--- src/rtl/core/overwriting_trace_ring_buffer_top_macros.svh ---
// Assertion macros for the trace ring buffer.
// Used by the RTL modules that carry concurrent checks; needs nothing else.
`ifndef OVERWRITING_TRACE_RING_BUFFER_TOP_MACROS_SVH
`define OVERWRITING_TRACE_RING_BUFFER_TOP_MACROS_SVH

// Expression must hold at every edge outside reset
`define TRB_ASSERT_ALWAYS(label, clk, rst, expr) \
  label: assert property (@(posedge clk) disable iff (rst) (expr)) \
    else $error("trace buffer check failed");

// Consequent must hold in the same cycle as the antecedent
`define TRB_ASSERT_IMPLIES(label, clk, rst, ante, cons) \
  label: assert property (@(posedge clk) disable iff (rst) (ante) |-> (cons)) \
    else $error("trace buffer check failed");

// Consequent must hold in the cycle after the antecedent
`define TRB_ASSERT_NEXT(label, clk, rst, ante, cons) \
  label: assert property (@(posedge clk) disable iff (rst) (ante) |=> (cons)) \
    else $error("trace buffer check failed");

`endif

--- src/rtl/core/trb_pkg.sv ---
// Shared types and constants for the trace ring buffer.
// No dependencies.
`default_nettype none

package trb_pkg;

  // Operation codes carried by each input word
  typedef enum logic [1:0] {
    OP_RECORD = 2'd0,
    OP_READ   = 2'd1,
    OP_CLEAR  = 2'd2,
    OP_INIT   = 2'd3
  } op_t;

  // Parameter A of the boot record
  localparam logic [31:0] BOOT_MARK = 32'h424F_4F54;

  // One stored trace entry
  typedef struct packed {
    logic [31:0] stamp;
    logic [7:0]  code;
    logic [31:0] param_a;
    logic [31:0] param_b;
  } entry_t;

  // Read outcome handed from the controller to the result pipeline
  typedef struct packed {
    logic is_read;
    logic err;
  } rd_meta_t;

endpackage

`default_nettype wire

--- src/rtl/core/trb_ctrl.sv ---
// Pointer, count and arm state of the trace ring buffer, plus store addressing.
// Depends on trb_pkg and the assertion macro header.
`default_nettype none
`include "overwriting_trace_ring_buffer_top_macros.svh"

module trb_ctrl #(
  parameter int DEPTH = 64
) (
  input  wire                         clk,
  input  wire                         rst,
  input  wire                         cfg_we,
  input  wire  [7:0]                  cfg_data,
  input  wire                         accept,
  input  trb_pkg::op_t                op,
  input  wire  [7:0]                  event_code,
  input  wire  [31:0]                 param_a,
  input  wire  [31:0]                 param_b,
  input  wire  [31:0]                 time_stamp,
  input  wire  [$clog2(DEPTH+1)-1:0]  read_index,
  output logic                        mem_we,
  output logic [$clog2(DEPTH)-1:0]    mem_waddr,
  output trb_pkg::entry_t             mem_wdata,
  output logic                        mem_re,
  output logic [$clog2(DEPTH)-1:0]    mem_raddr,
  output trb_pkg::rd_meta_t           meta,
  output logic [$clog2(DEPTH+1)-1:0]  count_next
);

  localparam int AW = $clog2(DEPTH);
  localparam int CW = $clog2(DEPTH+1);

  logic [AW-1:0] wp, wp_next, wp_inc;
  logic [CW-1:0] count, count_inc;
  logic          armed, armed_next;
  logic [7:0]    boot_code;
  logic          read_ok;
  logic [AW:0]   rd_sum;

  // Boot event code register
  always_ff @(posedge clk) begin
    if (rst) begin
      boot_code <= '0;
    end else if (cfg_we) begin
      boot_code <= cfg_data;
    end
  end

  // Wrapping and saturating steps
  assign wp_inc    = (wp == AW'(DEPTH-1)) ? '0 : wp + 1'b1;
  assign count_inc = (count == CW'(DEPTH)) ? count : count + 1'b1;

  // Read address: oldest entry sits at the write pointer once full
  assign read_ok = read_index < count;
  assign rd_sum  = {1'b0, wp} + {1'b0, read_index[AW-1:0]};
  always_comb begin
    if (count != CW'(DEPTH)) begin
      mem_raddr = read_index[AW-1:0];
    end else if (rd_sum >= (AW+1)'(DEPTH)) begin
      mem_raddr = AW'(rd_sum - (AW+1)'(DEPTH));
    end else begin
      mem_raddr = rd_sum[AW-1:0];
    end
  end

  // Per-operation decode
  always_comb begin
    wp_next      = wp;
    count_next   = count;
    armed_next   = armed;
    mem_we       = 1'b0;
    mem_waddr    = wp;
    mem_wdata    = '{stamp: time_stamp, code: event_code,
                     param_a: param_a, param_b: param_b};
    mem_re       = 1'b0;
    meta.is_read = 1'b0;
    meta.err     = 1'b0;
    unique case (op)
      trb_pkg::OP_RECORD: begin
        if (armed) begin
          mem_we     = 1'b1;
          wp_next    = wp_inc;
          count_next = count_inc;
        end
      end
      trb_pkg::OP_READ: begin
        meta.is_read = 1'b1;
        meta.err     = ~read_ok;
        mem_re       = read_ok;
      end
      trb_pkg::OP_CLEAR: begin
        wp_next    = '0;
        count_next = '0;
      end
      trb_pkg::OP_INIT: begin
        // Empty, arm and write the boot record in slot zero
        mem_we     = 1'b1;
        mem_waddr  = '0;
        mem_wdata  = '{stamp: time_stamp, code: boot_code,
                       param_a: trb_pkg::BOOT_MARK, param_b: 32'd0};
        wp_next    = AW'(1);
        count_next = CW'(1);
        armed_next = 1'b1;
      end
      default: begin
        mem_we = 1'b0;
      end
    endcase
    mem_we = mem_we & accept;
    mem_re = mem_re & accept;
  end

  // State registers
  always_ff @(posedge clk) begin
    if (rst) begin
      wp    <= '0;
      count <= '0;
      armed <= 1'b0;
    end else if (accept) begin
      wp    <= wp_next;
      count <= count_next;
      armed <= armed_next;
    end
  end

  `TRB_ASSERT_ALWAYS(a_count_bound, clk, rst, count <= CW'(DEPTH))
  `TRB_ASSERT_ALWAYS(a_wp_bound, clk, rst, wp <= AW'(DEPTH-1))
  `TRB_ASSERT_IMPLIES(a_wp_tracks_count, clk, rst, count != CW'(DEPTH), CW'(wp) == count)
  `TRB_ASSERT_IMPLIES(a_unarmed_empty, clk, rst, !armed, count == '0)
  `TRB_ASSERT_NEXT(a_clear_empties, clk, rst, accept && op == trb_pkg::OP_CLEAR, count == '0)

endmodule

`default_nettype wire
--- config.mk ---
export PLATFORM = sky130hd
export DESIGN_NAME = trb_ctrl
export DESIGN_NICKNAME = d
export VERILOG_FILES = /design/src/rtl/core/trb_pkg.sv /design/src/rtl/core/trb_ctrl.sv
export VERILOG_INCLUDE_DIRS = /design/src /design/src/rtl/core
export SDC_FILE = /design/constraint.sdc
export NUM_CORES = 1
export LEC_CHECK = 0
export BUFFER_PORTS_ARGS = -buffer_cell sky130_fd_sc_hd__buf_2
export CAP_MARGIN = 40
export CORE_ASPECT_RATIO = 1.4
export CORE_MARGIN = 2
export CORE_UTILIZATION = 28
export CTS_CLUSTER_SIZE = 28
export DETAILED_ROUTE_END_ITERATION = 8
export PLACE_DENSITY = 0.65
export SLEW_MARGIN = 10
export SYNTH_ARGS = -nofsm -noshare
export SYNTH_HDL_FRONTEND = slang
export SYNTH_SLANG_ARGS = --single-unit
--- constraint.sdc ---
create_clock -name clk -period 2.2 [get_ports clk]
set_input_delay 0.44 -clock clk [delete_from_list [all_inputs] [get_ports clk]]
set_output_delay 0.44 -clock clk [all_outputs]
set_load 0.01 [all_outputs]
==> impl_metrics.env, run 1 <==
export IMPL_dp_hpwl_um=7030
export IMPL_hold_class="in2reg"
export IMPL_nets=656
export IMPL_final_hold_viol_count=0
export IMPL_path_class="reg2out"
export IMPL_start_util_pct=28.6
export IMPL_multi_input_area_um2=1900
export IMPL_cp_arrival_ns=1.79
export IMPL_synth_cells=337
export IMPL_pwr_density_cell_nw_per_um2=383
export IMPL_numCtsBuffers=3
export IMPL_period_needed_ns=2.23
export IMPL_cap_violations=0
export IMPL_crit_path_end_kind="output pin"
export IMPL_path_clk_slew_ns=0.06
export IMPL_tightest_slew_ns=0.511
export IMPL_clk_latency_ns=0.25
export IMPL_finalCritPeriodShare_pct=102
export IMPL_synth_edf_count=0
export IMPL_routed_wirelength_um=8710
export IMPL_clock_sinks=22
export IMPL_p_leak_nw=1.98
export IMPL_clock_root_buffer="clkbuf_16"
export IMPL_critPathRequiredTime_ns=1.76
export IMPL_nFillCells=894
export IMPL_synthesis_area_um2=2560
export IMPL_layout_drive_gt1_share_pct=61.1
export IMPL_fp_dieW_um=84.9
export IMPL_drtIter0Drc=83
export IMPL_die_area_um2=9950
export IMPL_area_delta_synth_final_pct=51.6
export IMPL_clockBufferDepth=2
export IMPL_yosysTopAreaCell="dfxtp_1"
export IMPL_critPathLaunchType="flop"
export IMPL_grt_pass1_wl_um=12200
export IMPL_slew_headroom_pct=65.9
export IMPL_violations="negative setup slack"
export IMPL_ir_worst_vdd_uv=362
export IMPL_post_drt_wl_per_cell_um=14.1
export IMPL_ys_seq_area_share_pct=17.2
export IMPL_ff2ff_setup_slack_ns=0.53
export IMPL_rsz0062_at_grt="yes"
export IMPL_num_rows=41
export IMPL_die_h_um=117
export IMPL_final_cell_area_um2=3890
export IMPL_place_congestion=0.908
export IMPL_numPortBuffers=187
export IMPL_cts_max_level=1
export IMPL_p_total_mw=1.49
export IMPL_routed_via_density=4.75
export IMPL_synthTopCellsByCount="nor2b_1, buf_4, nor2_1"
export IMPL_layout_setup_ws_ns=-0.0346
export IMPL_grt_max_degree=46
export IMPL_status="complete, but fails checks"
export IMPL_ys_seq_elements=22
export IMPL_ios=252
export IMPL_cts_tree="built"
export IMPL_synth_nets=481
export IMPL_grt_overflow_total=0
export IMPL_grt_pass1_vias=2644
export IMPL_cp_max_fo=2
export IMPL_fp_coreArea_um2=8980
export IMPL_detail_route_antenna_nets=0
export IMPL_setup_viol=1
export IMPL_synth_area_leaders="dfxtp_1, nor2b_1, buf_4, ha_1, or2_2"
export IMPL_seqCellArea_um2=465
export IMPL_num_antenna_cells=0
export IMPL_grt_usage_pct=15.2
export IMPL_ys_flop_type="dfxtp_1"
export IMPL_yosysUniqueCellTypes=53
export IMPL_ys_warn_count=0
export IMPL_max_freq_ghz=0.448
export IMPL_slew_violations=0
export IMPL_routed_via_count=2933
export IMPL_antenna_found_initial=0
export IMPL_hold_buffers=0
export IMPL_fin_worst_skew_ns=0.00217
export IMPL_placed_area_um2=3520
export IMPL_async_flop_share_pct=0
export IMPL_drt_pass1_iterations=5
export IMPL_avgSynthCellArea_um2=7.61
export IMPL_synth_most_common_cell="nor2b_1"
export IMPL_synth_top_area_share_pct=17.2
export IMPL_drc_errors=0
critical path, cell delays in order (launching register included):
cell and delay, ns:
dfxtp_2 0.34, ha_4 0.16, buf_4 0.14, a211oi_4 0.21, o21ai_2 0.12, and3_1 0.18, nor3_2 0.12, xor2_1 0.14
buf_2 0.14
stage by stage:
stage	utilization [%]	TNS, ns	instances	worst slack (ns)	hold WS, ns
2_1_floorplan	-	0	337	0.0897	0.454
3_3_place_gp	39.2	-0.181	607	-0.110	0.468
3_5_place_dp	39.2	-0.250	607	-0.120	0.480
4_1_cts	41.6	-0.0960	615	-0.0347	0.416
5_1_grt	43.3	-0.508	618	-0.123	0.427
6_report	43.3	-0.0346	618	-0.0346	0.420
metal layers:
metal / track usage (%) / part of all wire, % / vias up
met4: 7.41 / 3.0 / 0
met1: 17.7 / 38 / 1339
met5: 0 / 0 / -
met2: 27.2 / 53 / 120
met3: 2.10 / 6.5 / 28
li1: - / - / 1446
sequential cells by signal (all words and copies together), names as in the netlist:
| signal | flops |
|---|---|
| wp | 6 |
| count | 7 |
| boot_code | 8 |
| armed | 1 |
path summary, 6_finish.rpt:
kind / from / end / depth (start not counted)
worst max register to register: wp[0]$_SDFFE_PP0P_ / wp[3]$_SDFFE_PP0P_ / 6
worst min-delay path: cfg_data[3] / boot_code[3]$_SDFFE_PP0P_ / 3
worst max-delay path: wp[0]$_SDFFE_PP0P_ / mem_raddr[5] / 8
worst min register to register: boot_code[3]$_SDFFE_PP0P_ / boot_code[3]$_SDFFE_PP0P_ / 2
kinds of logic after synthesis:
kind of cell	synth area share, %
multiplexers	7.03
XOR/XNOR	1.37
adder cells (fa/ha/maj)	9.57
buffers and inverters	14.9
AND/OR/NAND/NOR	34.2
flip-flops	17.2
AO/OA/AOI/OAI	15.8
cell usage in the layout, fill, tap and decap left out, types with 4 or more instances in the layout:
master / n
mux2i_1: 9
inv_1: 10
mux2_2: 8
o21ai_0: 8
xor2_1: 4
a22oi_1: 4
nor2b_1: 55
buf_2: 186
a21oi_2: 6
dfxtp_2: 5
nand2_1: 18
dfxtp_4: 5
nand2_2: 5
buf_6: 5
nor2_1: 25
inv_2: 5
buf_4: 25
ha_4: 4
o21ai_1: 7
a21o_1: 4
o21ai_2: 7
dfxtp_1: 12
nand3_1: 6
or2_2: 17
ha_1: 11
a21oi_1: 9
layout make-up:
| class | count | share of cell area (%) |
|---|---|---|
| flip-flops and latches | 22 | 12.0 |
| repair buffers | 219 | 31.6 |
| well taps | 107 | 3.44 |
| multi-input cells | 251 | 48.8 |
| clock inverters | 1 | 0.773 |
| clock buffers | 3 | 1.93 |
| inverters | 15 | 1.45 |
where the power goes:
| group | switching (mW) | internal, mW |
|---|---|---|
| Sequential | 0.00977 | 0.407 |
| Clock | 0.144 | 0.361 |
| Combinational | 0.283 | 0.283 |
| Total | 0.437 | 1.05 |
what timing repair did:
item	4_1_cts	5_1_grt
setup buffers	4	3
setup endpoints to repair	11	15
resized for setup	33	40
pin swaps	9	22
(Power assumes the default switching activity.)
==> inputs of run 2 (changes only) <==
==> constraint.sdc (replaced) <==
create_clock -name clk -period 2.2 [get_ports clk]
set_input_delay 0.11 -clock clk [delete_from_list [all_inputs] [get_ports clk]]
set_output_delay 0.11 -clock clk [all_outputs]
set_load 0.01 [all_outputs]
==> impl_metrics.env, run 2 (synthesized netlist as in run 1, its figures left out) <==
export IMPL_status="complete, no violations"
export IMPL_die_area_um2=9950
export IMPL_critPathLaunchType="flop"
export IMPL_p_int_mw=1.00
export IMPL_clockBufferDepth=2
export IMPL_layout_drive_gt1_share_pct=49.9
export IMPL_swShare_pct=29.0
export IMPL_final_hold_viol_count=0
export IMPL_critPathRequiredTime_ns=2.09
export IMPL_routed_via_density=4.81
export IMPL_start_util_pct=28.6
export IMPL_grt_pass1_wl_um=11700
export IMPL_layout_setup_ws_ns=0.132
export IMPL_tns_ns=0
export IMPL_place_congestion=0.881
export IMPL_pre_cts_ws_ns=0.366
export IMPL_max_freq_ghz=0.484
export IMPL_path_clk_slew_ns=0.06
export IMPL_clock_sinks=22
export IMPL_largest_register_ffs=8
export IMPL_switching_power_uw=411
export IMPL_final_cell_area_um2=3460
export IMPL_drt_pass1_iterations=4
export IMPL_p_total_mw=1.42
export IMPL_dp_cells=586
export IMPL_clk_latency_ns=0.25
export IMPL_cap_violations=0
export IMPL_routed_via_count=2840
export IMPL_pwr_density_cell_nw_per_um2=410
export IMPL_post_route_util_pct=38.5
export IMPL_top_register="boot_code"
export IMPL_mostFrequentLayoutCells="buf_2, nor2b_1, nor2_1, nand2_1"
export IMPL_detail_route_antenna_nets=0
export IMPL_hold_class="in2reg"
export IMPL_setup_viol=0
export IMPL_cp_max_fo=6
export IMPL_cp_arrival_ns=1.96
export IMPL_p_leak_nw=1.80
export IMPL_clkPwrFrac_pct=35.9
export IMPL_tightest_slew_ns=0.495
export IMPL_grt_max_degree=47
export IMPL_nets=628
export IMPL_routed_wirelength_um=8160
export IMPL_placed_area_um2=3340
export IMPL_seqPwrFrac_pct=30.1
export IMPL_ios=252
export IMPL_dp_hpwl_um=6880
export IMPL_cts_tree="built"
export IMPL_layout_commonest_cell="buf_2"
export IMPL_area_delta_synth_final_pct=34.8
export IMPL_finalCritPeriodShare_pct=94.0
export IMPL_post_drt_wl_per_cell_um=13.8
export IMPL_antenna_found_initial=1
export IMPL_cts_setup_buffers=0
export IMPL_period_needed_ns=2.07
export IMPL_cts_max_level=1
export IMPL_reg_largest_list="boot_code x8, count x7, wp x6"
export IMPL_grt_overflow_total=0
export IMPL_numCtsBuffers=3
export IMPL_fp_dieW_um=84.9
export IMPL_hold_ws_ns=0.0877
export IMPL_drc_errors=0
export IMPL_grt_pass1_vias=2502
export IMPL_fin_worst_skew_ns=0.00455
export IMPL_drtIter0Drc=150
export IMPL_num_rows=41
export IMPL_die_h_um=117
export IMPL_ff2ff_setup_slack_ns=0.54
export IMPL_slew_headroom_pct=67.0
export IMPL_power_frac_comb_pct=34.1
export IMPL_ir_worst_vdd_uv=255
export IMPL_numPortBuffers=187
export IMPL_crit_path_end_kind="output pin"
export IMPL_clock_root_buffer="clkbuf_16"
export IMPL_final_cells=591
export IMPL_slew_violations=0
export IMPL_rsz0062_at_grt="no"
export IMPL_fp_coreArea_um2=8980
export IMPL_nFillCells=925
export IMPL_grt_usage_pct=14.3
export IMPL_path_class="reg2out"
## run 2: cell count changes in the layout (fill, tap and decap cells not counted), sizes merged
| cell | change |
|---|---|
| diode | +1 |
| buf | -28 |
## run 2: timing repair
action | 4_1_cts | 5_1_grt
resized for setup | 0 | 3
endpoints found under the setup margin | 0 | 3
hold buffers | 0 | 0
## run 2: layout make-up
class                   count  area [µm²]  area share [%]
clock buffers               3        75.1            2.17
clock inverters             1        30.0           0.869
inverters                  15        56.3            1.63
flip-flops and latches     22         443            12.8
multi-input cells         251        1750            50.6
repair buffers            191         966            27.9
diodes                      1        2.50          0.0724
well taps                 107         134            3.87
## run 2: per-layer routing
metal | up-vias | part of all wire, % | global-route usage (%)
li1 | 1388 | - | -
met4 | 0 | 2.4 | 6.46
met2 | 130 | 53 | 26.2
met1 | 1300 | 37 | 16.4
met3 | 22 | 7.6 | 2.24
met5 | - | 0 | 0
## run 2: power by group through the flow
stage               Clock (mW)  Combinational (mW)  Sequential (mW)
floorplan                    0               0.331            0.428
global placement             0               0.479            0.433
detailed placement           0               0.485            0.433
CTS                      0.526               0.488            0.424
global route             0.547               0.535            0.427
finish                   0.508               0.482            0.425
## run 2: critical path, stage by stage, from the launching register on
cell and delay (ns):
dfxtp_2 0.37, ha_1 0.19, inv_1 0.07, fa_1 0.41, inv_1 0.08, a21o_1 0.11
a21oi_1 0.07, xor2_1 0.14, o21ai_0 0.12, buf_2 0.15
## run 2: worst paths after layout
check | from | endpoint | depth (start not counted)
max | wp[0]$_SDFFE_PP0P_ | mem_raddr[4] | 9
min | cfg_data[2] | boot_code[2]$_SDFFE_PP0P_ | 3
max reg2reg | count[0]$_SDFFE_PP0P_ | count[0]$_SDFFE_PP0P_ | 6
min reg2reg | wp[1]$_SDFFE_PP0P_ | wp[1]$_SDFFE_PP0P_ | 2
==> inputs of run 3 (changes only) <==
CORE_MARGIN = 3   (was 2)
PLACE_DENSITY = not set   (was 0.65)
PLACE_DENSITY_LB_ADDON = 0.1   (was not set)
SETUP_SLACK_MARGIN = 0.05   (was not set)
==> impl_metrics.env, run 3 (synthesized netlist as in run 1, its figures left out) <==
export IMPL_setup_viol=0
export IMPL_nets=629
export IMPL_die_area_um2=10400
export IMPL_layout_drive_gt1_share_pct=51.0
export IMPL_cp_arrival_ns=1.96
export IMPL_cp_max_fo=6
export IMPL_cap_violations=0
export IMPL_cts_tree="built"
export IMPL_largest_register_ffs=8
export IMPL_top_register="boot_code"
export IMPL_antenna_found_initial=1
export IMPL_finalCritPeriodShare_pct=94.1
export IMPL_die_h_um=119
export IMPL_fin_worst_skew_ns=0.00292
export IMPL_path_clk_slew_ns=0.07
export IMPL_num_antenna_cells=0
export IMPL_critPathLaunchType="flop"
export IMPL_p_leak_nw=1.80
export IMPL_hold_class="in2reg"
export IMPL_dp_hpwl_um=8140
export IMPL_grt_usage_pct=17.7
export IMPL_slew_headroom_pct=65.9
export IMPL_mostFrequentLayoutCells="buf_2, nor2b_1, nor2_1, nand2_1, o21ai_0"
export IMPL_reg2reg_from="count[2]$_SDFFE_PP0P_"
export IMPL_place_congestion=0.848
export IMPL_drtIter0Drc=165
export IMPL_ir_worst_vdd_uv=360
export IMPL_fp_coreArea_um2=8760
export IMPL_rsz0062_at_grt="yes"
export IMPL_holdCritStartpoint="cfg_data[6]"
export IMPL_reg_largest_list="boot_code x8, count x7, wp x6"
export IMPL_fp_dieW_um=86.9
export IMPL_numPortBuffers=187
export IMPL_pwr_density_cell_nw_per_um2=419
export IMPL_critPathRequiredTime_ns=2.09
export IMPL_drt_pass1_iterations=4
export IMPL_routed_via_density=4.81
export IMPL_layout_commonest_cell="buf_2"
export IMPL_period_needed_ns=2.07
export IMPL_nFillCells=931
export IMPL_routed_wirelength_um=9680
export IMPL_max_freq_ghz=0.483
export IMPL_cts_max_level=1
export IMPL_final_cell_area_um2=3470
export IMPL_routed_via_count=2835
export IMPL_whs_path_depth=3
export IMPL_grt_overflow_total=0
export IMPL_ios=252
export IMPL_status="complete, no violations"
export IMPL_multi_input_area_um2=1760
export IMPL_grt_pass1_vias=2803
export IMPL_clock_root_buffer="clkbuf_16"
export IMPL_clk_latency_ns=0.26
export IMPL_r2r_end="count[2]$_SDFFE_PP0P_"
export IMPL_crit_path_end_kind="output pin"
export IMPL_start_util_pct=29.3
export IMPL_crit_chain="ha_1, or2_2, and3_1, nor3_2, xor2_1, buf_2"
export IMPL_crit_slowest_cell="dfxtp_1"
export IMPL_final_hold_viol_count=0
export IMPL_numCtsBuffers=3
export IMPL_seqCellArea_um2=449
export IMPL_detail_route_antenna_nets=0
export IMPL_critPathBufInv=1
export IMPL_min_to="boot_code[6]$_SDFFE_PP0P_"
export IMPL_post_drt_wl_per_cell_um=16.4
export IMPL_critPathMaxStageDelay_ns=0.47
export IMPL_ff2ff_setup_slack_ns=0.51
export IMPL_drc_errors=0
export IMPL_ff2ff_path_depth=6
export IMPL_hold_ws_ns=0.0803
export IMPL_tightest_slew_ns=0.512
export IMPL_path_class="reg2out"
export IMPL_grt_pass1_wl_um=14400
export IMPL_placed_area_um2=3340
export IMPL_num_rows=40
export IMPL_cp_top_family="simple AND/OR/NAND/NOR gates"
export IMPL_dp_cells=584
export IMPL_grt_max_degree=46
export IMPL_tns_ns=0
export IMPL_clockBufferDepth=2
export IMPL_area_delta_synth_final_pct=35.5
export IMPL_slew_violations=0
export IMPL_final_cells=589
export IMPL_clock_sinks=22
export IMPL_post_route_util_pct=39.7
-- run 3: final cells by class --
| cell class | count | area share [%] |
|---|---|---|
| Multi-Input combinational cell | 251 | 50.6 |
| Timing Repair Buffer | 192 | 28.0 |
| Sequential cell | 22 | 12.9 |
| Tap cell | 105 | 3.78 |
| Clock buffer | 3 | 2.16 |
| Inverter | 15 | 1.62 |
| Clock inverter | 1 | 0.865 |
-- run 3: worst max-delay path by stage --
stage | slack (ns) | to | start | cells after the start
finish | 0.13 | mem_raddr[5] | wp[4]$_SDFFE_PP0P_ | 6
global placement | 0.38 | mem_raddr[4] | wp[0]$_SDFFE_PP0P_ | 9
global route | 0.04 | meta[0] | count[6]$_SDFFE_PP0P_ | 6
detailed placement | 0.35 | mem_raddr[4] | wp[0]$_SDFFE_PP0P_ | 9
CTS | 0.12 | count_next[2] | count[0]$_SDFFE_PP0P_ | 7
floorplan | 0.46 | mem_raddr[4] | wp[0]$_SDFFE_PP0P_ | 8
-- run 3: repair_timing --
action | in CTS | in global routing
buffers inserted | 0 | 1
pin swaps | 0 | 1
resized for setup | 1 | 8
hold buffers | 0 | 0
endpoints found under the setup margin | 1 | 7
-- run 3: where the power goes --
part	internal (mW)	total, mW	switching [mW]
logic	0.234	0.500	0.266
clock network	0.362	0.530	0.168
registers	0.412	0.425	0.0136
-- run 3: per-layer routing --
| layer | part of all wire (%) | track usage [%] | wire length (µm) | vias to the layer above |
|---|---|---|---|---|
| li1 | - | - | - | 1390 |
| met1 | 36 | 19.6 | 3530 | 1270 |
| met2 | 50 | 30.8 | 4870 | 150 |
| met3 | 11 | 6.57 | 1080 | 23 |
| met4 | 1.9 | 5.36 | 185 | 2 |
| met5 | 0.13 | 0 | 13 | - |
-- run 3: stage by stage --
| step | power (mW) | setup WS (ns) |
|---|---|---|
| 6_report | 1.45 | 0.129 |
| 5_1_grt | 1.53 | 0.0396 |
| 4_1_cts | 1.46 | 0.118 |
| 3_5_place_dp | 0.935 | 0.349 |
| 3_3_place_gp | 0.934 | 0.378 |
| 2_1_floorplan | 0.759 | 0.461 |
-- run 3: worst reg2reg max path: cells and delay by family (launching register included) --
kind	cells	cell delay, ns
AOI/OAI and AO/OA	2	0.25
buffers and inverters	1	0.15
DFF	1	0.39
and+or+nand+nor	3	0.76
